[config.mk]
export PLATFORM = sky130hd
export DESIGN_NAME = bounded_navigation_history
export DESIGN_NICKNAME = d
export VERILOG_FILES = /design/src/design/bnh_pkg.sv /design/src/design/bnh_ram.sv /design/src/design/bnh_ctrl.sv /design/src/design/bounded_navigation_history.sv
export VERILOG_INCLUDE_DIRS = /design/src /design/src/design
export SDC_FILE = /design/constraint.sdc
export NUM_CORES = 2
export LEC_CHECK = 0
export CAP_MARGIN = 40
export CORE_MARGIN = 3
export CORE_UTILIZATION = 60
export CTS_CLUSTER_DIAMETER = 100
export DETAILED_ROUTE_END_ITERATION = 10
export DONT_BUFFER_PORTS = 1
export MAX_ROUTING_LAYER = met4
export PLACE_DENSITY = 0.79
export SETUP_SLACK_MARGIN = 0.5
export SYNTH_ARGS = -nofsm -noshare
export SYNTH_HDL_FRONTEND = slang
export SYNTH_SLANG_ARGS = --single-unit
[constraint.sdc]
create_clock -name clk -period 23.9 [get_ports clk]
set_clock_uncertainty 0.2 [all_clocks]
set_input_delay 1.195 -clock clk [delete_from_list [all_inputs] [get_ports clk]]
set_output_delay 1.195 -clock clk [all_outputs]
set_load 0.02 [all_outputs]
[src/design/bounded_navigation_history_defines.svh]
// assertion macros for the navigation history block
`ifndef BOUNDED_NAVIGATION_HISTORY_DEFINES_SVH
`define BOUNDED_NAVIGATION_HISTORY_DEFINES_SVH

`ifndef SYNTHESIS

`define BNH_ASSERT(lbl, clk, rst_n, prop) \
	lbl: assert property (@(posedge clk) disable iff (!rst_n) prop) \
		else $error("bnh assertion failed");

`define BNH_ASSERT_ALWAYS(lbl, clk, prop) \
	lbl: assert property (@(posedge clk) prop) \
		else $error("bnh assertion failed");

`else

`define BNH_ASSERT(lbl, clk, rst_n, prop)

`define BNH_ASSERT_ALWAYS(lbl, clk, prop)

`endif

`endif

[src/design/bnh_pkg.sv]
package bnh_pkg;

	localparam int FUNC_W  = 3;
	localparam int FILE_W  = 16;
	localparam int LINE_W  = 24;
	localparam int COL_W   = 16;
	localparam int ENTRY_W = FILE_W + LINE_W + COL_W;
	localparam int TDATA_W = 64;

	localparam int DEF_MAX_DEPTH  = 32;
	localparam int DEF_CUT_AMOUNT = 8;

	typedef enum logic [FUNC_W-1:0] {
		FUNC_ADD   = 3'd0,
		FUNC_FWD   = 3'd1,
		FUNC_BACK  = 3'd2,
		FUNC_CUR   = 3'd3,
		FUNC_CLEAR = 3'd4
	} bnh_func_t;

	typedef enum logic {
		ST_IDLE,
		ST_EXEC
	} bnh_state_t;

	typedef struct packed {
		logic [FILE_W-1:0] file_id;
		logic [LINE_W-1:0] line;
		logic [COL_W-1:0]  column;
	} bnh_entry_t;

	typedef struct packed {
		logic              valid;
		logic              moved;
		logic [FILE_W-1:0] file_id;
		logic [LINE_W-1:0] line;
		logic [COL_W-1:0]  column;
		logic              can_back;
		logic              can_fwd;
	} bnh_result_t;

endpackage

[src/design/bnh_ram.sv]
module bnh_ram #(
	parameter int WIDTH = 8,
	parameter int DEPTH = 32
) (
	input  logic                     clk,
	input  logic                     wr_en,
	input  logic [$clog2(DEPTH)-1:0] wr_addr,
	input  logic [WIDTH-1:0]         wr_data,
	input  logic                     rd_en,
	input  logic [$clog2(DEPTH)-1:0] rd_addr,
	output logic [WIDTH-1:0]         rd_data
);

	logic [WIDTH-1:0] mem [DEPTH];
	logic [WIDTH-1:0] rd_data_q;

	always_ff @(posedge clk) begin
		if (wr_en) begin
			mem[wr_addr] <= wr_data;
		end
		if (rd_en) begin
			rd_data_q <= mem[rd_addr];
		end
	end

	assign rd_data = rd_data_q;

endmodule

[src/design/bnh_ctrl.sv]
module bnh_ctrl import bnh_pkg::*; #(
	parameter int MAX_DEPTH  = DEF_MAX_DEPTH,
	parameter int CUT_AMOUNT = DEF_CUT_AMOUNT
) (
	input  logic                         clk,
	input  logic                         arst_n,
	input  logic                         in_valid,
	output logic                         in_ready,
	input  logic [FUNC_W-1:0]            in_func,
	input  bnh_entry_t                   in_entry,
	input  logic                         out_free,
	output bnh_result_t                  res,
	output logic                         rd_en,
	output logic [$clog2(MAX_DEPTH)-1:0] rd_addr,
	input  logic [ENTRY_W-1:0]           rd_data,
	output logic                         wr_en,
	output logic [$clog2(MAX_DEPTH)-1:0] wr_addr,
	output logic [ENTRY_W-1:0]           wr_data
);

	localparam int PW      = $clog2(MAX_DEPTH);
	localparam int CW      = $clog2(MAX_DEPTH + 1);
	localparam int CUT_EFF = (CUT_AMOUNT < MAX_DEPTH) ? CUT_AMOUNT : MAX_DEPTH;
	localparam int ADV     = CUT_EFF % MAX_DEPTH;
	localparam int KEEP    = MAX_DEPTH - CUT_EFF;

	localparam logic [PW+1:0] DEPTH_X = (PW+2)'(MAX_DEPTH);
	localparam logic [CW-1:0] DEPTH_C = CW'(MAX_DEPTH);
	localparam logic [CW-1:0] KEEP_C  = CW'(KEEP);
	localparam logic [PW:0]   ADV_I   = (PW+1)'(ADV);

	function automatic logic [PW-1:0] slot_of(input logic [PW-1:0] base,
			input logic [PW:0] idx);
		logic [PW+1:0] s;
		s = {2'b00, base} + {1'b0, idx};
		if (s >= DEPTH_X) begin
			s = s - DEPTH_X;
		end
		return s[PW-1:0];
	endfunction

	bnh_state_t        state_q, state_n;
	logic [PW-1:0]     oldest_q, oldest_n;
	logic [CW-1:0]     count_q, count_n;
	logic [PW-1:0]     cur_q, cur_n;
	logic [FUNC_W-1:0] func_q;
	bnh_entry_t        entry_q;

	bnh_entry_t    rd_entry;
	logic [CW-1:0] cur_c;
	logic [CW-1:0] cnt_t;
	logic [PW:0]   rd_idx;
	logic          has;
	logic          dup;
	logic          moved;
	logic          commit;

	assign rd_entry = bnh_entry_t'(rd_data);
	assign cur_c    = CW'(cur_q);
	assign has      = (count_q != '0);
	assign in_ready = (state_q == ST_IDLE);
	assign rd_en    = in_valid && in_ready;
	assign commit   = (state_q == ST_EXEC) && out_free;
	assign wr_data  = ENTRY_W'(entry_q);

	always_comb begin
		case (in_func)
			FUNC_FWD:  rd_idx = {1'b0, cur_q} + 1'b1;
			FUNC_BACK: rd_idx = {1'b0, cur_q} - 1'b1;
			default:   rd_idx = {1'b0, cur_q};
		endcase
		rd_addr = slot_of(oldest_q, rd_idx);
	end

	always_ff @(posedge clk or negedge arst_n) begin
		if (!arst_n) begin
			state_q  <= ST_IDLE;
			oldest_q <= '0;
			count_q  <= '0;
			cur_q    <= '0;
		end else begin
			state_q <= state_n;
			if (commit) begin
				oldest_q <= oldest_n;
				count_q  <= count_n;
				cur_q    <= cur_n;
			end
		end
	end

	always_ff @(posedge clk) begin
		if (rd_en) begin
			func_q  <= in_func;
			entry_q <= in_entry;
		end
	end

	always_comb begin
		state_n  = state_q;
		oldest_n = oldest_q;
		count_n  = count_q;
		cur_n    = cur_q;
		cnt_t    = '0;
		dup      = 1'b0;
		moved    = 1'b0;
		wr_en    = 1'b0;
		wr_addr  = '0;

		case (state_q)
			ST_IDLE: begin
				if (rd_en) begin
					state_n = ST_EXEC;
				end
			end
			ST_EXEC: begin
				if (out_free) begin
					state_n = ST_IDLE;
				end
			end
			default: begin
				state_n = ST_IDLE;
			end
		endcase

		case (func_q)
			FUNC_ADD: begin
				cnt_t   = has ? (cur_c + 1'b1) : '0;
				dup     = has && (rd_entry.file_id == entry_q.file_id) &&
					(rd_entry.line == entry_q.line);
				count_n = cnt_t;
				if (!dup) begin
					if (cnt_t >= DEPTH_C) begin
						oldest_n = slot_of(oldest_q, ADV_I);
						cnt_t    = KEEP_C;
					end
					wr_en   = commit;
					wr_addr = slot_of(oldest_n, (PW+1)'(cnt_t));
					count_n = cnt_t + 1'b1;
					cur_n   = cnt_t[PW-1:0];
				end
			end
			FUNC_FWD: begin
				if (has && ((cur_c + 1'b1) < count_q)) begin
					cur_n = cur_q + 1'b1;
					moved = 1'b1;
				end
			end
			FUNC_BACK: begin
				if (has && (cur_q != '0)) begin
					cur_n = cur_q - 1'b1;
					moved = 1'b1;
				end
			end
			FUNC_CUR: begin
				if (has && (cur_c < count_q)) begin
					moved = 1'b1;
				end
			end
			FUNC_CLEAR: begin
				count_n = '0;
				cur_n   = '0;
			end
			default: begin
			end
		endcase

		res.valid    = (state_q == ST_EXEC);
		res.moved    = moved;
		res.file_id  = moved ? rd_entry.file_id : '0;
		res.line     = moved ? rd_entry.line : '0;
		res.column   = moved ? rd_entry.column : '0;
		res.can_back = (count_n != '0) && (cur_n != '0);
		res.can_fwd  = (count_n != '0) && ((CW'(cur_n) + 1'b1) < count_n);
	end

endmodule

[src/design/bounded_navigation_history.sv]
// Back/forward navigation history holding up to MAX_DEPTH locations (file id, line,
// column) in one single-port-read memory. The accept cycle reads the entry a command needs
// (the current entry for an add, the jump target otherwise); the execute state then
// compares, updates the pointers and writes a new entry, and no new command is
// accepted until that command has finished. Every command gives one result transaction;
// the output register lets the next command in while a result waits, and the block
// holds a finished command only while that register is still full. An add that overflows
// the store drops the CUT_AMOUNT oldest entries (at most MAX_DEPTH).
`include "bounded_navigation_history_defines.svh"

module bounded_navigation_history import bnh_pkg::*; #(
	parameter int MAX_DEPTH  = DEF_MAX_DEPTH,
	parameter int CUT_AMOUNT = DEF_CUT_AMOUNT
) (
	input  logic               clk,
	input  logic               arst_n,
	input  logic               s_tvalid,
	output logic               s_tready,
	// func, file_id, line_number, column_number, zero fill
	input  logic [TDATA_W-1:0] s_tdata,
	output logic               m_tvalid,
	input  logic               m_tready,
	// moved, file_id_out, line_out, column_out, can_go_back, can_go_forward, zero fill
	output logic [TDATA_W-1:0] m_tdata
);

	localparam int PW = $clog2(MAX_DEPTH);

	bnh_entry_t    in_entry;
	bnh_result_t   res;
	bnh_result_t   res_q;
	logic          m_tvalid_q;
	logic          out_free;
	logic          rd_en;
	logic          wr_en;
	logic [PW-1:0] rd_addr;
	logic [PW-1:0] wr_addr;
	logic [ENTRY_W-1:0] rd_data;
	logic [ENTRY_W-1:0] wr_data;

	assign in_entry.file_id = s_tdata[18:3];
	assign in_entry.line    = s_tdata[42:19];
	assign in_entry.column  = s_tdata[58:43];

	assign out_free = !m_tvalid_q || m_tready;

	bnh_ctrl #(
		.MAX_DEPTH  (MAX_DEPTH),
		.CUT_AMOUNT (CUT_AMOUNT)
	) u_ctrl (
		.clk      (clk),
		.arst_n   (arst_n),
		.in_valid (s_tvalid),
		.in_ready (s_tready),
		.in_func  (s_tdata[2:0]),
		.in_entry (in_entry),
		.out_free (out_free),
		.res      (res),
		.rd_en    (rd_en),
		.rd_addr  (rd_addr),
		.rd_data  (rd_data),
		.wr_en    (wr_en),
		.wr_addr  (wr_addr),
		.wr_data  (wr_data)
	);

	bnh_ram #(
		.WIDTH (ENTRY_W),
		.DEPTH (MAX_DEPTH)
	) u_ram (
		.clk     (clk),
		.wr_en   (wr_en),
		.wr_addr (wr_addr),
		.wr_data (wr_data),
		.rd_en   (rd_en),
		.rd_addr (rd_addr),
		.rd_data (rd_data)
	);

	// output register
	always_ff @(posedge clk or negedge arst_n) begin
		if (!arst_n) begin
			m_tvalid_q <= 1'b0;
		end else if (out_free) begin
			m_tvalid_q <= res.valid;
		end
	end

	always_ff @(posedge clk) begin
		if (out_free && res.valid) begin
			res_q <= res;
		end
	end

	assign m_tvalid = m_tvalid_q;
	assign m_tdata  = {5'b00000, res_q.can_fwd, res_q.can_back, res_q.column,
		res_q.line, res_q.file_id, res_q.moved};

	`BNH_ASSERT(a_one_per_two, clk, arst_n, (s_tvalid && s_tready) |=> !s_tready)
	`BNH_ASSERT(a_res_held, clk, arst_n, (res.valid && !out_free) |=> res.valid)
	`BNH_ASSERT(a_no_move_zero, clk, arst_n, (m_tvalid && !m_tdata[0]) |-> (m_tdata[56:1] == '0))

endmodule
# After elaboration in Yosys (flattened, before gate mapping)
# Memories as Yosys holds them, arrays and structs flattened. A register that Yosys moved wholly into a read port is not among the register bits.
# Cells that the tools add are included.
word_totals:
  elab_cells: 92
  register_bits: 136
  ramBits: 1792
  n_memories: 1
  output_inout_bits: 66
op_classes:
  n_eq_ne: 8
  n_lt_le_gt_ge: 7
  n_mux: 30
  bitwise: 2
  n_reduce_logical: 17
  addsub: 12
memory_table:
  columns: ["memory", "depth", "word_bits", "read_ports", "rd_ports_with_merged_regs", "wr", "line", "text"]
  rows:
  - ["u_ram.mem", 32, 56, 1, 1, 1, "bnh_ram.sv:14", "logic [WIDTH-1:0] mem [DEPTH];"]
ops:
  columns: ["op", "n"]
  rows:
  - ["5-bit two-way mux", 11]
  - ["6-bit two-way mux", 5]
  - ["24-bit equality test", 1]
  - ["6-bit case mux with 2 select lines", 2]
  - ["5-bit case mux with 4 select lines", 1]
  - ["5-bit by 1-bit subtractor with 5-bit output (second input constant)", 4]
  - ["16-bit equality test", 1]
  - ["5-bit by 6-bit adder with 7-bit output", 2]
  - ["7-bit by 6-bit greater-or-equal comparator with 1-bit output (second input constant)", 2]
  - ["5-bit by 1-bit adder with 6-bit output (second input constant)", 2]
  - ["6-bit greater-or-equal comparator (second input constant)", 2]
  - ["6-bit < comparator", 2]
  - ["6-bit nonzero test", 2]
  - ["5-bit nonzero test", 2]
  - ["3-bit by 2-bit equality test with 1-bit output (second input constant)", 3]
  - ["1-bit logical AND", 9]
  - ["1-bit two-way mux", 9]
  - ["5-bit by 4-bit adder with 6-bit output (second input constant)", 1]
  - ["6-bit by 1-bit adder with 6-bit output (second input constant)", 1]
  - ["3-bit by 1-bit equality test with 1-bit output (second input constant)", 2]
  - ["5-bit by 6-bit < comparator with 1-bit output", 1]
  - ["5-bit by 1-bit subtractor with 6-bit output (second input constant)", 1]
  - ["5-bit by 1-bit adder with 5-bit output (second input constant)", 1]
  - ["3-bit equality test (second input constant)", 1]
  - ["7 further kinds", 8]

# Logic depth before layout (Yosys ltp)
logic_depth:
  word_depth: 11
  depth_mapped: 19

# Modules after synthesis
# From an unflattened synthesis, not the netlist that was laid out.
hier_totals:
  hier_cells: 4441
  hier_area_um2: 78002.3
modules_own_cells:
  columns: ["mod", "seq_area_each_um2", "cells_each", "area_each_um2", "n_inst"]
  rows:
  - ["bnh_ram", 55493.2, 3917, 71355.9, 1]
  - ["bnh_ctrl", 2122.0, 455, 4779.6, 1]
  - ["bounded_navigation_history", 1796.7, 69, 1866.8, 1]

# Worst setup path after synthesis
# No wires, ideal clock.
synth_timing:
  kind: "register -> register"
  start: "register u_ctrl.count_q[0]"
  end: "memory u_ram.mem[4][0] (netlist name) (enable)"
  stages_incl_launch_ff: 11
  setup_time_ns: 0.608
  path_slack_ns: 15.566
  path_buffers: 1
  period_less_slack_ns: 8.334
  arrival_time_ns: 7.525
  path_cell_list: "dfrtp_1 nor4_2 and2_1 clkbuf_1 nor2_1 xnor2_1 ha_1 xor2_1 xor2_1 nand2_1 nor4_1"
synth_via:
  elab_chain_cells: 11
  elab_cells_between_ends: 21
  cone_classes: "add/sub: 2; order compare: 2; mux: 14; reduce/logical: 3"
synth_lines:
  columns: ["element", "line", "text"]
  rows:
  - ["start, declared", "bnh_ctrl.sv:44", "logic [CW-1:0] count_q, count_n;"]
  - ["start signal, assigned", "bnh_ctrl.sv:85", "count_q <= count_n;"]
  - ["6-bit nonzero test (*)", "bnh_ctrl.sv:60", "assign has = (count_q != '0);"]
  - ["6-bit two-way mux", "bnh_ctrl.sv:127", "cnt_t = has ? (cur_c + 1'b1) : '0;"]
  - ["6-bit greater-or-equal comparator", "bnh_ctrl.sv:132", "if (cnt_t >= DEPTH_C) begin"]
  - ["5-bit two-way mux or 6-bit two-way mux (tied branches)", "bnh_ctrl.sv:132", null]
  - ["5-bit two-way mux or 6-bit two-way mux (tied branches)", "bnh_ctrl.sv:131", "if (!dup) begin"]
  - ["5-bit two-way mux or 6-bit two-way mux (tied branches)", "bnh_ctrl.sv:125", "case (func_q)"]
  - ["5-bit by 6-bit adder with 7-bit output", "bnh_ctrl.sv:35", "s = {2'b00, base} + {1'b0, idx};"]
  - ["7-bit by 6-bit greater-or-equal comparator with 1-bit output or 5-bit by 1-bit subtractor with 5-bit output (tied branches)", "bnh_ctrl.sv:36, bnh_ctrl.sv:37", null]
  - ["5-bit two-way mux", "bnh_ctrl.sv:36", "if (s >= DEPTH_X) begin"]
  - ["5-bit two-way mux", "bnh_ctrl.sv:131", null]
  - ["5-bit two-way mux", "bnh_ctrl.sv:125", null]
  - ["end, declared", "bnh_ram.sv:14", null]
# Mark *: on every way between the ends. The rest lies on a longest branch, timed or not. The select of a mux whose other input is x is not followed.

# Final worst setup path
layout_timing:
  start: "register u_ctrl.cur_q[0]"
  end: "register u_ram.rd_data_q[15], in the netlist u_ram.rd_data[15] (read register of u_ram.mem) (data pin)"
layout_via:
  elab_chain_cells: 5
  elab_cells_between_ends: 7
  cone_classes: "add/sub: 4; order compare: 1; mux: 2"
layout_lines:
  columns: ["element", "line", "text"]
  rows:
  - ["start, declared", "bnh_ctrl.sv:45", "logic [PW-1:0] cur_q, cur_n;"]
  - ["start signal, assigned", "bnh_ctrl.sv:86", "cur_q <= cur_n;"]
  - ["5-bit by 1-bit subtractor with 6-bit output or 5-bit by 1-bit adder with 6-bit output (tied branches)", "bnh_ctrl.sv:69, bnh_ctrl.sv:68", null]
  - ["6-bit case mux with 2 select lines (*)", "bnh_ctrl.sv:67", "case (in_func)"]
  - ["5-bit by 6-bit adder with 7-bit output (*)", "bnh_ctrl.sv:35", null]
  - ["7-bit by 6-bit greater-or-equal comparator with 1-bit output or 5-bit by 1-bit subtractor with 5-bit output (tied branches)", "bnh_ctrl.sv:36, bnh_ctrl.sv:37", null]
  - ["5-bit two-way mux (*)", "bnh_ctrl.sv:36", null]
  - ["end, declared", "bnh_ram.sv:15", "logic [WIDTH-1:0] rd_data_q;"]
# Mark *: on every way between the ends. The rest lies on a longest branch, timed or not.
# A chain may end at the register's enable or synchronous reset.

==> run summary <==
sequential share of the synthesized area: 77.9%
synth top area cells: edfxtp_1 77%, mux4_2 13%, mux2i_1 2.2%
first-pass GRT wire length: 283 mm
Die X: 363 microns
Crit path depth: 11
initial antenna violation count: 16
Reg-to-Reg End: u_ram.rd_data[15]$_DFFE_PP_
MaxCap Viol Count: 0
Worst EP required: 24.23 ns
RSZ-0062 raised after global routing: no
final worst slack: 17.77 ns
I/O pin count: 134
RD Place Congestion: 0.906
Syn. warnings: 0
Worst path slowest cell: buf_4
DR vias: 38600
Synth Area per Inst: 22.2 sq um
Via density: 7.15
Top FF cell, synth: edfxtp_1
top cell type by total area after synthesis: edfxtp_1
Die ar.: 132000 sq um
asr flop ratio synth: 0.757%
TritonCTS clock tree: done
Total Nets Final: 3674
setup TNS: 0 ns
Critical Path Start: u_ctrl.cur_q[0]$_DFFE_PN0P_
critical path launch point type: flip-flop
vias in the first global route: 38800
status: complete, no violations
Power, Total: 10.0 mW
Slew @ Worst Pin: 1.07 ns
fmax: 163 MHz
Final Max Slew Viols: 0
Critical Path AT: 6.46 ns
CP Buf/Inv Count: 4
drt first-iter violations: 6353
cell breakdown of the critical path: inv_1 > ha_1 > nand3_1 > a21oi_1 > xor2_4 > buf_12 > buf_4 > buf_4 > nand2_1 > a32o_1 > a221oi_1
worst reg2reg path depth: 11
Cell Pwr Density: 116 nW/um^2
critical path type: flip-flop to flip-flop
GRT Overall Usage: 31.6%
area delta synth->final: 12.8%
share of layout cells above drive strength 1: 24.7%
wire per inst: 36.9 microns
Initial DRT Pass Iterations: 9
Clock Tree Buf Depth: 3
Final HPWL DP: 98.9 mm
Synth top area share: 77.4%
IO Port Bufs: 0
VDD IR-drop max: 0.000136 V
Setup crit end: u_ram.rd_data[15]$_DFFE_PP_
Tcrit/Tclk final: 25.6%
grt total ovfl: 0
worst-path fanout max: 93
R2R Setup Slk: 17.77 ns
clk_lat worst skew: 0.81 ns
Clock Pin Slew Worst Setup and Hold Paths: 0.07 ns
Crit. End Element: flip-flop
Post-Syn Instances: 3432
Clock Tree Root: clkbuf_16
Final setup viols: 0
Lkg Pwr: 27.0 nW
cell family with most CP delay: buffers and inverters
pre-CTS setup slack: 17.36 ns
post-CTS sizing: 0
Post-synth EDFFs: 1966
flops & latches, synth: 1981
R2R Path Start: u_ctrl.cur_q[0]$_DFFE_PN0P_
Die Y-Extent: 363 microns
critical path's most frequent cell: buf_4
ANT nets after route: 0
crit-path max cell delay: 0.80 ns
Starting Density: 60.6%
Yosys cell types: 69
largest net degree at the start of global routing: 154
routed wire length: 200 mm
Rows: 130
CTS Sinks: 1981
final hold violation count: 0
slew margin rel.: 28.4%
Hold Path Class: primary input to flip-flop
residual DRC count: 0
CTS buffer count: 190
Mapped Area: 76300 sq um
CORE AREA: 126000 sq um
fin crit period: 6.13 ns
postcts setup bufs: 0
H-tree depth: 4
through the flow:
stage                     hold slack (ns)  utilization [%]  cells  area [sq um]
after floorplan                     0.297                -   3436         76300
after CTS                           0.226             68.1   5383         85800
after detailed placement            0.308             63.1   5033         79500
after global routing                0.240             68.4   5401         86100
final                               0.273             68.4   5403         86100
after global placement              0.311             62.4   4997         78600
sequential cells by signal, summed over array words and instances, names as in the netlist, 2 cells and up:
signal           cells
m_tdata             59
u_ram.mem         1792
u_ram.rd_data       56
u_ctrl.count_q       6
u_ctrl.wr_data      56
u_ctrl.func_q        3
u_ctrl.oldest_q      2
u_ctrl.cur_q         5
how the worst min path moves through the flow:
| stage | start | end | slack, ns | depth (start not counted) |
|---|---|---|---|---|
| final | s_tdata[12] | u_ctrl.wr_data[49]$_DFFE_PP_ | 0.27 | 0 |
| after global routing | s_tdata[12] | u_ctrl.wr_data[49]$_DFFE_PP_ | 0.24 | 0 |
| after CTS | s_tdata[51] | u_ctrl.wr_data[8]$_DFFE_PP_ | 0.23 | 0 |
| after detailed placement | u_ram.rd_data[3]$_DFFE_PP_ | m_tdata[44]$_SDFFCE_PN0P_ | 0.31 | 1 |
| after global placement | u_ram.rd_data[1]$_DFFE_PP_ | m_tdata[42]$_SDFFCE_PN0P_ | 0.31 | 1 |
| after floorplan | u_ram.rd_data[0]$_DFFE_PP_ | m_tdata[41]$_SDFFCE_PN0P_ | 0.30 | 1 |
cells in the mapped netlist (22+ instances only):
cell type  count
edfxtp_1    1966
mux4_2       448
mux2i_1      169
nand2_1      152
buf_2         98
nor2_1        61
and2_1        60
a221oi_1      59
a32o_1        57
clkbuf_1      45
xor2_1        31
xnor2_1       27
a21oi_1       22
cell usage in the layout (no fill, tap or decap), types with 37 or more instances in the layout:
cell and n:
buf_4 88, edfxtp_1 1966, clkinv_2 37, nand2_1 152
clkbuf_16 198, and2_1 58, mux2i_1 169, a32o_1 57
a221oi_1 59, mux4_2 448, clkbuf_1 37
logic make-up (layout without fill, tap and decap cells):
kind of cell    Yosys count  after routing  share of synthesized area [%]
compound gates          192            192                           2.12
xor+xnor                 59             59                          0.687
fa+ha+maj                21             21                          0.344
buf+inv                 204            510                           1.27
flops                  1981           1981                           77.9
mux                     617            617                           15.4
other cells               1             16                        0.00491
simple gates            357            357                           2.28
final cells by class:
type	count	area [sq um]
Timing Repair Buffer	139	1880
Clock inverter	118	1320
Tap cell	1650	2060
Fill cell	7219	39800
Antenna cell	11	27.5
Clock buffer	231	4990
Sequential cell	1981	59400
Inverter	22	85.1
Multi-Input combinational cell	1251	16300
report_power, final:
| group | internal (mW) | switching (mW) | leakage (nW) |
|---|---|---|---|
| logic | 1.13 | 1.50 | 5.97 |
| clock network | 1.75 | 1.31 | 3.08 |
| registers | 4.12 | 0.191 | 18.0 |
timing repair:
item	4_1_cts	5_1_grt
endpoints found under the hold margin	15	0
hold buffers	1	0
endpoints found under the setup margin	0	0
routing by layer:
layer	part of all wire [%]	GRT usage, %	vias up
met4	4.7	13.6	0
met1	35	42.2	19900
met5	0	-	-
li1	-	-	14800
met3	12	7.25	628
met2	48	47.7	3357
Note: power is estimated with default switching activity, not from simulation.
